==> config.mk <==
export PLATFORM = sky130hd
export DESIGN_NAME = spi_register_ppm_sum_generator
export DESIGN_NICKNAME = d
export VERILOG_FILES = /design/src/sppm_pkg.sv /design/src/spi_register_ppm_sum_generator.sv /design/src/sppm_regfile.sv
export SDC_FILE = /design/constraint.sdc
export NUM_CORES = 2
export LEC_CHECK = 0
export ABC_CLOCK_PERIOD_IN_PS = 7640
export BUFFER_PORTS_ARGS = -buffer_cell sky130_fd_sc_hd__buf_4
export CORE_MARGIN = 4
export CORE_UTILIZATION = 30
export CTS_BUF_LIST = sky130_fd_sc_hd__clkbuf_8
export DETAILED_ROUTE_END_ITERATION = 16
export MAX_ROUTING_LAYER = met4
export PLACE_DENSITY = 0.41
export SYNTH_ARGS = -nofsm -noshare
export SYNTH_HDL_FRONTEND = slang
export SYNTH_SLANG_ARGS = --single-unit
==> constraint.sdc <==
create_clock -name i_clk -period 7.64 [get_ports i_clk]
set_clock_uncertainty 0.15 [all_clocks]
set_input_delay 0.764 -clock i_clk [delete_from_list [all_inputs] [get_ports i_clk]]
set_output_delay 0.764 -clock i_clk [all_outputs]
set_load 0.01 [all_outputs]
==> src/sppm_pkg.sv <==
// shared types and constants for the spi register ppm sum generator
// no dependencies
`default_nettype none

package sppm_pkg;

    typedef logic [6:0]  t_addr;
    typedef logic [7:0]  t_byte;
    typedef logic [15:0] t_us;
    typedef logic [19:0] t_ticks;
    typedef logic [3:0]  t_tpu;

    // input command codes
    localparam logic CMD_TICK = 1'b0;
    localparam logic CMD_SPI  = 1'b1;

    // spi word layout
    localparam int SPI_READ_BIT = 15;
    localparam int SPI_ADDR_HI  = 14;
    localparam int SPI_ADDR_LO  = 8;

    // config register indexes
    typedef enum logic [1:0] {
        CFG_TICKS_PER_US = 2'd0,
        CFG_PAUSE_US     = 2'd1,
        CFG_SYNC_US      = 2'd2
    } t_cfg_idx;

    // reset values
    localparam t_tpu RST_TICKS_PER_US = 4'd2;
    localparam t_us  RST_PAUSE_US     = 16'd500;
    localparam t_us  RST_SYNC_US      = 16'd4000;
    localparam t_us  NEUTRAL_US       = 16'd1500;
    localparam t_ticks MIN_SLOT_TICKS = 20'd1;

    // register file request, issued when an item is accepted
    typedef struct packed {
        logic  rd;
        logic  wr;
        t_addr addr;
        t_byte data;
    } t_reg_req;

endpackage

`default_nettype wire

==> src/spi_register_ppm_sum_generator.sv <==
// spi register interface and ppm sum frame generator, top level
// depends on sppm_pkg and sppm_regfile
//
// usage:
//  - input channel (i_in_valid / o_in_stall): one request per item, either a
//    timer tick (i_command = 0) or a received 16-bit spi word (i_command = 1)
//  - output channel (o_out_valid / i_out_stall): one result per request with
//    the ppm line level, the reply byte and the frame busy flag
//  - config channel (i_cfg_valid / o_cfg_ready): always ready, writes ticks per
//    us, pause length and sync length; write only while the block is idle
//  - a request passes an input register that also issues the register file
//    access, then the frame state which is the result
//  - throughput is one request per cycle while the result is not stalled;
//    the frame update is one pass: a 16x4 slot length product, a pause product
//  - while the result is stalled the input register still takes one request,
//    then o_in_stall rises until the result is taken
//  - reset clears the register file to zero, sets channel widths to 1500 us,
//    the line high, no frame running and the config registers to defaults
`default_nettype none

module spi_register_ppm_sum_generator #(
    parameter int CHANNELS    = 8,
    parameter int REG_COUNT   = 128,
    parameter int TRIGGER_REG = 127
) (
    input  wire         i_clk,
    input  wire         i_rst_n,
    // input requests
    input  wire         i_in_valid,
    output logic        o_in_stall,
    input  wire         i_command,
    input  wire  [15:0] i_spi_word,
    // results
    output logic        o_out_valid,
    input  wire         i_out_stall,
    output logic        o_ppm_level,
    output logic [7:0]  o_reply_byte,
    output logic        o_frame_busy,
    // config writes
    input  wire         i_cfg_valid,
    output logic        o_cfg_ready,
    input  wire  [1:0]  i_cfg_index,
    input  wire  [15:0] i_cfg_data
);

    localparam int SHADOW_BYTES = 2 * CHANNELS;
    localparam int SLOT_W       = $clog2(CHANNELS + 1);
    localparam int IDX_W        = (CHANNELS > 1) ? $clog2(CHANNELS) : 1;
    localparam sppm_pkg::t_addr TRIG_ADDR = sppm_pkg::t_addr'(TRIGGER_REG);
    localparam logic [SLOT_W:0] LAST_SLOT = (SLOT_W + 1)'(CHANNELS);

    // config registers
    sppm_pkg::t_tpu r_tpu;
    sppm_pkg::t_us  r_pause;
    sppm_pkg::t_us  r_sync;

    assign o_cfg_ready = 1'b1;

    always_ff @(posedge i_clk) begin
        if (!i_rst_n) begin
            r_tpu   <= sppm_pkg::RST_TICKS_PER_US;
            r_pause <= sppm_pkg::RST_PAUSE_US;
            r_sync  <= sppm_pkg::RST_SYNC_US;
        end else if (i_cfg_valid && o_cfg_ready) begin
            case (sppm_pkg::t_cfg_idx'(i_cfg_index))
                sppm_pkg::CFG_TICKS_PER_US: r_tpu   <= i_cfg_data[3:0];
                sppm_pkg::CFG_PAUSE_US:     r_pause <= i_cfg_data;
                sppm_pkg::CFG_SYNC_US:      r_sync  <= i_cfg_data;
                default: ;
            endcase
        end
    end

    // pipeline handshake
    logic r_a_valid;
    logic r_o_valid;
    logic adv_en;
    logic in_accept;

    assign adv_en      = !(r_o_valid && i_out_stall);
    assign o_in_stall  = r_a_valid && !adv_en;
    assign in_accept   = i_in_valid && !o_in_stall;
    assign o_out_valid = r_o_valid;

    always_ff @(posedge i_clk) begin
        if (!i_rst_n) begin
            r_a_valid <= 1'b0;
            r_o_valid <= 1'b0;
        end else begin
            if (in_accept) begin
                r_a_valid <= 1'b1;
            end else if (adv_en) begin
                r_a_valid <= 1'b0;
            end
            if (adv_en) begin
                r_o_valid <= r_a_valid;
            end
        end
    end

    // request decode at the input
    sppm_pkg::t_addr   in_addr;
    logic              in_spi;
    logic              in_read;
    logic              in_trig;
    sppm_pkg::t_reg_req reg_req;

    assign in_addr = i_spi_word[sppm_pkg::SPI_ADDR_HI:sppm_pkg::SPI_ADDR_LO];
    assign in_spi  = (i_command == sppm_pkg::CMD_SPI);
    assign in_read = in_spi && i_spi_word[sppm_pkg::SPI_READ_BIT];
    assign in_trig = in_spi && !in_read && (in_addr == TRIG_ADDR) && i_spi_word[0];

    always_comb begin
        reg_req.rd   = in_accept && in_read;
        reg_req.wr   = in_accept && in_spi && !in_read;
        reg_req.addr = in_addr;
        reg_req.data = {i_spi_word[7:1], i_spi_word[0] && !in_trig};
    end

    // input register
    logic r_a_tick;
    logic r_a_read;
    logic r_a_trig;

    always_ff @(posedge i_clk) begin
        if (in_accept) begin
            r_a_tick <= (i_command == sppm_pkg::CMD_TICK);
            r_a_read <= in_read;
            r_a_trig <= in_trig;
        end
    end

    sppm_pkg::t_byte               rd_byte;
    logic [SHADOW_BYTES-1:0][7:0]  shadow;

    sppm_regfile #(
        .REG_COUNT    (REG_COUNT),
        .SHADOW_BYTES (SHADOW_BYTES)
    ) u_regfile (
        .i_clk     (i_clk),
        .i_rst_n   (i_rst_n),
        .i_req     (reg_req),
        .o_rd_byte (rd_byte),
        .o_shadow  (shadow)
    );

    // frame state, also the result register
    sppm_pkg::t_us       r_widths [CHANNELS];
    sppm_pkg::t_byte     r_reply;
    logic [SLOT_W-1:0]   r_slot;
    sppm_pkg::t_ticks    r_count;
    logic                r_level;
    logic                r_active;

    // slot length and pause length in ticks
    sppm_pkg::t_us     cur_us;
    sppm_pkg::t_ticks  slot_prod;
    sppm_pkg::t_ticks  slot_len;
    sppm_pkg::t_ticks  pause_len;
    sppm_pkg::t_ticks  count_inc;
    logic [SLOT_W:0]   slot_inc;
    logic              slot_done;

    assign cur_us    = (32'(r_slot) < CHANNELS) ? r_widths[r_slot[IDX_W-1:0]] : r_sync;
    assign slot_prod = sppm_pkg::t_ticks'(cur_us) * sppm_pkg::t_ticks'(r_tpu);
    assign slot_len  = (slot_prod == '0) ? sppm_pkg::MIN_SLOT_TICKS : slot_prod;
    assign pause_len = sppm_pkg::t_ticks'(r_pause) * sppm_pkg::t_ticks'(r_tpu);
    assign count_inc = r_count + 20'd1;
    assign slot_done = (count_inc >= slot_len);
    assign slot_inc  = {1'b0, r_slot} + 1'b1;

    always_ff @(posedge i_clk) begin
        if (!i_rst_n) begin
            for (int ch = 0; ch < CHANNELS; ch++) begin
                r_widths[ch] <= sppm_pkg::NEUTRAL_US;
            end
            r_reply  <= '0;
            r_slot   <= '0;
            r_count  <= '0;
            r_level  <= 1'b1;
            r_active <= 1'b0;
        end else if (r_a_valid && adv_en) begin
            if (r_a_read) begin
                r_reply <= rd_byte;
            end else if (r_a_trig) begin
                // latch widths and restart the frame
                for (int ch = 0; ch < CHANNELS; ch++) begin
                    r_widths[ch] <= {shadow[2*ch+1], shadow[2*ch]};
                end
                r_slot   <= '0;
                r_count  <= '0;
                r_active <= 1'b1;
                r_level  <= 1'b0;
            end else if (r_a_tick && r_active) begin
                if (slot_done) begin
                    r_count <= '0;
                    if (slot_inc > LAST_SLOT) begin
                        r_slot   <= '0;
                        r_active <= 1'b0;
                        r_level  <= 1'b1;
                    end else begin
                        r_slot  <= slot_inc[SLOT_W-1:0];
                        r_level <= (pause_len == '0);
                    end
                end else begin
                    r_count <= count_inc;
                    r_level <= (count_inc >= pause_len);
                end
            end
        end
    end

    assign o_ppm_level  = r_level;
    assign o_reply_byte = r_reply;
    assign o_frame_busy = r_active;

endmodule

`default_nettype wire

==> src/sppm_regfile.sv <==
// byte register file with zero-on-reset valid bits and a flop copy of the width bytes
// depends on sppm_pkg
`default_nettype none

module sppm_regfile #(
    parameter int REG_COUNT    = 128,
    parameter int SHADOW_BYTES = 16
) (
    input  wire                              i_clk,
    input  wire                              i_rst_n,
    input  wire sppm_pkg::t_reg_req          i_req,
    output sppm_pkg::t_byte                  o_rd_byte,
    output logic [SHADOW_BYTES-1:0][7:0]     o_shadow
);

    localparam int MEM_AW = (REG_COUNT > 1) ? $clog2(REG_COUNT) : 1;
    localparam int SH_W   = (SHADOW_BYTES > 1) ? $clog2(SHADOW_BYTES) : 1;

    sppm_pkg::t_byte r_mem [REG_COUNT];
    logic [REG_COUNT-1:0] r_valid;
    logic [SHADOW_BYTES-1:0][7:0] r_shadow;
    sppm_pkg::t_byte r_rd_mem;
    logic r_rd_ok;

    logic              in_range;
    logic              in_shadow;
    logic [MEM_AW-1:0] mem_idx;
    logic [SH_W-1:0]   sh_idx;

    assign in_range  = (32'(i_req.addr) < REG_COUNT);
    assign in_shadow = (32'(i_req.addr) < SHADOW_BYTES);
    assign mem_idx   = i_req.addr[MEM_AW-1:0];
    assign sh_idx    = i_req.addr[SH_W-1:0];

    // storage array, one write or one read per request
    always_ff @(posedge i_clk) begin
        if (i_req.wr && in_range) begin
            r_mem[mem_idx] <= i_req.data;
        end
        if (i_req.rd) begin
            r_rd_mem <= r_mem[mem_idx];
        end
    end

    // valid bits, shadow bytes and read qualifier
    always_ff @(posedge i_clk) begin
        if (!i_rst_n) begin
            r_valid  <= '0;
            r_shadow <= '0;
            r_rd_ok  <= 1'b0;
        end else begin
            if (i_req.wr && in_range) begin
                r_valid[mem_idx] <= 1'b1;
            end
            if (i_req.wr && in_shadow) begin
                r_shadow[sh_idx] <= i_req.data;
            end
            if (i_req.rd) begin
                r_rd_ok <= in_range && r_valid[mem_idx];
            end
        end
    end

    // never-written entries read as zero
    assign o_rd_byte = r_rd_ok ? r_rd_mem : '0;
    assign o_shadow  = r_shadow;

endmodule

`default_nettype wire

======== Word-level counts from Yosys, hierarchy flattened ========
Memory sizes are Yosys's and may differ from the RTL's. A register that Yosys moved wholly into a read port is not among the register bits.
Cells that the tools add are included.
Widths: inputs -> output; s select.
word-level totals
  RAM bits ................................ 1152
  memories ................................ 2
  register bits ........................... 332
  bits in read-only memories .............. 0
  latch bits .............................. 0
memories
  memory           words  width  rd ports  clocked after memory_dff  write ports  line                                   RTL
  u_regfile.r_mem  128    8      1         1                         1            sppm_regfile.sv:19                     sppm_pkg::t_byte r_mem [REG_COUNT];
  r_widths         8      16     1         1                         8            spi_register_ppm_sum_generator.sv:148  sppm_pkg::t_us r_widths [CHANNELS];
operators by class
  eq/ne operators ......................... 4
  $lt $le $gt $ge ......................... 9
  shift operators ......................... 0
  divide/modulo/power cells ............... 0
  reduce and logical (&&, ||, !) cells .... 33
  bitwise operators ....................... 11
  add/subtract/negate cells ............... 2
  muxes and demuxes ....................... 45
  multipliers ............................. 2
operator list
  operator               count
  $mux 16                9
  $bwmux 128             1
  $or 128x128->128       1
  $mux 20                4
  $ge 20x20->1           2
  $logic_not 20->1       2
  $mul 16x4->20          2
  $demux 8 s4            1
  $add 20x1->20 const B  1
  $mux 1                 20
  $logic_and 1x1->1      16
  $mux 4                 4
  $mux 8                 2
  $lt 7x8->1 const B     1
  $or 1x1->1             8
  $reduce_and 2->1       4
  $bmux 1 s7             1
  $demux 1 s7            1
  $eq 7x7->1 const B     1
  $ge 7x1->1 const B     1
  $lt 7x5->1 const B     1
  $mux 3                 2
  $reduce_bool 2->1      3
  $add 4x1->5 const B    1
  13 further kinds       17

======== Longest topological paths before layout ========
  depth in word-level cells ............... 11
  gate-level depth with buffers ........... 30
  depth with buffers taken out ............ 27

======== Hierarchy ========
Synthesis repeated with hierarchy kept, for this count alone.
second synthesis, totals
  cell total of the unflattened synthesis .. 4213
  area total of the unflattened synthesis .. 63717.4 sq um
modules (own cells, without submodules)
  module                          instances  area each (sq um)  cells an instance
  sppm_regfile                    1          49812.8            2844
  spi_register_ppm_sum_generator  1          13904.6            1369

======== Worst setup path before layout ========
OpenSTA, ideal clock, no wires.
  path type ............................... flip-flop to flip-flop
  start point ............................. register (tool-made name)
  end point ............................... register r_count[0]
  arrival ................................. 7.116 ns
  path slack .............................. 0.314 ns
  period minus slack after synthesis ...... 7.326 ns
  cell stages (with the launch flop) ...... 31
  library setup time ...................... 0.059 ns
  cell sequence ........................... dfxtp_1 > clkbuf_1 > buf_1 > mux4_2 > mux2i_1 > nor2_1 > a21oi_1 > nor2b_1 > fa_1 > inv_1 > fa_1 > inv_1 > ha_1 > o21a_1 > a2111oi_0 > o31ai_1 > or4b_1 > and3_1 > nand3_1 > nor3_1 > a32o_1 > ha_1 > nor3b_1 > o21ai_0 > a211oi_1 > nor3_1 > o21ai_0 > and2_1 > clkbuf_1 > mux2_2 > and2_1
RTL lines
  what                  line                                   RTL
  to (signal assigned)  spi_register_ppm_sum_generator.sv:206  r_count <= count_inc;
  to (decl)             spi_register_ppm_sum_generator.sv:151  sppm_pkg::t_ticks r_count;

==> summary.txt <==
Status -> complete, no violations
CTS max path bufs -> 4
DRC errors left -> 0
DIE AREA -> 218000 µm²
Comb pwr share -> 0.061
Mapped Nets -> 3941
Row count -> 168
Hold_ws -> 0.105 ns
Vias in the first global route -> 35637
CTS tree -> yes
Remaining global-route overflow -> 0
DP Wirelength -> 105000 µm
Final slew viol count -> 0
Hold WC Path Type -> input pin to register
Register share of total power -> 0.523
Peak Freq -> 0.141 GHz
Setup CP Type -> register to register
First-pass GRT wire length -> 255000 µm
Clock latency on the worst-skew pair -> 1.01 ns
Clock Power Share -> 0.417
Most frequent cell after synthesis -> edfxtp_1
Post-Syn Area -> 63100 µm²
Worst R2R Path Depth -> 29
Area fraction of the dominant cell type after synthesis -> 0.553
Delay of the slowest cell on the worst path -> 0.54 ns
Filler Cells Inserted -> 20274
Startpoint Class -> register
Max Cap Viol -> 0
Worst EP required -> 8.38 ns
Slew HR -> 0.162
Crit path DAT -> 7.81 ns
Ratio of final minimum period to clock period -> 0.926
Final antenna-violating net count -> 0
Via count -> 33375
Syn Inst Count -> 3754
R2R setup slack -> 0.56 ns
I/O pins -> 53
RSZ-0062 raised after global routing -> false
Slowest cell on crit path -> mux4_2
Number of synthesized flops with an enable pin -> 1163
Initial Utilization -> 0.301
Layout cells sized above 1 -> 0.219
DP Cell Count -> 6481
Top cell type by total area after synthesis -> edfxtp_1
Top cells by area, synth -> edfxtp_1, mux4_2, dfxtp_1
Router iterations before antenna repair -> 7
Clk root buf -> clkbuf_8
Commonest register cell after synthesis -> edfxtp_1
Worst slew pin tran -> 1.25 ns
Placer Congestion -> 0.768
Area Growth Syn to Fin -> 14.4%
Die Y-Extent -> 467 µm
Sequential element share of the synthesized area -> 0.659
Core ar. -> 209000 µm²
Initial antenna violation count -> 6
Global Route Usage Sum -> 0.164
Worst vdd ir -> 0.000175 V
Final WL -> 173000 µm
Clock sink total -> 1495
Final min period -> 7.08 ns
Post-synthesis cell type count -> 73
Die Wd -> 467 µm
Layout Cells excl Fill -> 7005
Drt wl/cell -> 24.7 µm
YS warnings -> 0
Num CTS Buffers -> 288
Syn avg cell area -> 16.8 µm²
Sw Ratio -> 0.237
Worst-path clk slew -> 0.06 ns
CTS H-tree depth -> 5
Worst setup EP type -> register
Leakage -> 23.7 nW
Post-synthesis sequential element count -> 1495
Async set-reset flop share out of synthesis -> 0
Critical path fanouts, max -> 25
Final #Nets -> 4181
DR iter-0 viols -> 2226
Largest net degree at the start of global routing -> 127
Pwr dens -> 234 nW/µm²
Internal power -> 12.9 mW
Vias/cell -> 4.76
Commonest cells post-synth -> edfxtp_1, mux4_2, dfxtp_1
Setup Viol. Count Final -> 0
Port Buf Inserts -> 51
NetSw -> 4.01 mW
Hold Fails Final Rpt -> 0
critical path, delay by kind of cell, from the launching register on:
| family | cells | cell delay [ns] |
|---|---|---|
| simple gates | 9 | 1.66 |
| fa+ha+maj | 4 | 1.59 |
| mux | 2 | 0.71 |
| buf+inv | 4 | 0.46 |
| flops | 1 | 0.34 |
| compound gates | 10 | 2.10 |
flip-flops by register name (all words and copies together), names as in the netlist, named ones only:
signal and count:
o_frame_busy 1, o_out_valid 1, o_ppm_level 1, o_reply_byte 8
r_a_read 1, r_a_tick 1, r_a_trig 1, r_a_valid 1
r_count 20, r_pause 16, r_slot 4, r_sync 16
r_tpu 4, r_widths 128, u_regfile.o_shadow 128, u_regfile.r_mem 1024
u_regfile.r_rd_mem 8, u_regfile.r_rd_ok 1, u_regfile.r_valid 128
layout by cell type (no fill, tap or decap), types with 56 or more instances in the layout:
cell type,Yosys,final
nand2b_1,74,74
mux4_2,408,408
buf_4,12,109
ha_1,91,91
edfxtp_1,1163,1163
nand2_1,175,174
nor2_1,162,161
and2_1,109,108
mux2i_1,152,151
inv_1,90,204
dfxtp_1,332,330
fa_1,56,56
clkbuf_8,0,309
o21a_1,138,138
nor2b_1,198,197
through the flow:
step	util	instance area (µm²)	worst slack [ns]	TNS [ns]	total power, mW
global route	0.345	72200	0.0463	0	17.7
detailed placement	0.319	66900	-0.102	-1.02	10.0
CTS	0.345	72100	0.0852	0	17.2
finish	0.345	72200	0.564	0	16.9
floorplan	-	63100	0.314	0	9.61
global placement	0.319	66900	-0.0947	-0.944	10.0
final cells by class:
class / count / area, µm² / share of cell area
antenna: 8 / 20.0 / 0.000277
clock buffer: 309 / 4250 / 0.0589
clock inverter: 179 / 721 / 0.00998
inverter: 90 / 338 / 0.00468
multi-input combinational: 1965 / 20500 / 0.283
sequential: 1495 / 41600 / 0.576
tap: 2805 / 3510 / 0.0486
timing repair buffer: 154 / 1350 / 0.0186
worst min path at each step:
stage | startpoint | endpoint | slack [ns] | cells after the start
global placement | u_regfile.r_valid[89]$_SDFFE_PN0P_ | u_regfile.r_valid[89]$_SDFFE_PN0P_ | 0.29 | 1
floorplan | u_regfile.r_valid[102]$_SDFFE_PN0P_ | u_regfile.r_valid[102]$_SDFFE_PN0P_ | 0.29 | 1
global route | i_spi_word[0] | r_a_trig$_DFFE_PP_ | 0.02 | 2
CTS | i_spi_word[0] | r_a_trig$_DFFE_PP_ | 0.02 | 2
detailed placement | u_regfile.r_valid[10]$_SDFFE_PN0P_ | u_regfile.r_valid[10]$_SDFFE_PN0P_ | 0.30 | 1
finish | i_spi_word[0] | r_a_trig$_DFFE_PP_ | 0.11 | 2
per-layer routing:
metal	track usage	wire length, µm
met1	0.214	78200
met2	0.265	84900
met3	0.0264	6020
met4	0.0452	4140
met5	-	0
cell families after synthesis:
kind of cell               share of synthesized area
and+or+nand+nor                               0.0733
buffers and inverters                         0.0187
adders and majority gates                     0.0358
AOI/OAI and AO/OA                             0.0364
xor gates and xnor gates                     0.00583
DFF                                            0.659
muxes                                          0.171
other                                      0.0000594
power groups by stage:
stage	sequential, mW	combinational [mW]	clock, mW
after floorplan	8.99	0.620	0
after global placement	9.00	1.04	0
after detailed placement	9.00	1.04	0
after CTS	8.83	1.06	7.33
after global routing	8.83	1.13	7.71
final	8.83	1.03	7.04
timing repair:
action | 4_1_cts | 5_1_grt
pin swaps | 0 | 0
buffers inserted | 0 | 1
endpoints found under the setup margin | 20 | 26
gates resized for setup | 3 | 17
endpoints found under the hold margin | 40 | 0
hold buffers | 27 | 0
No activity file was read; power rests on OpenSTA's default activity.
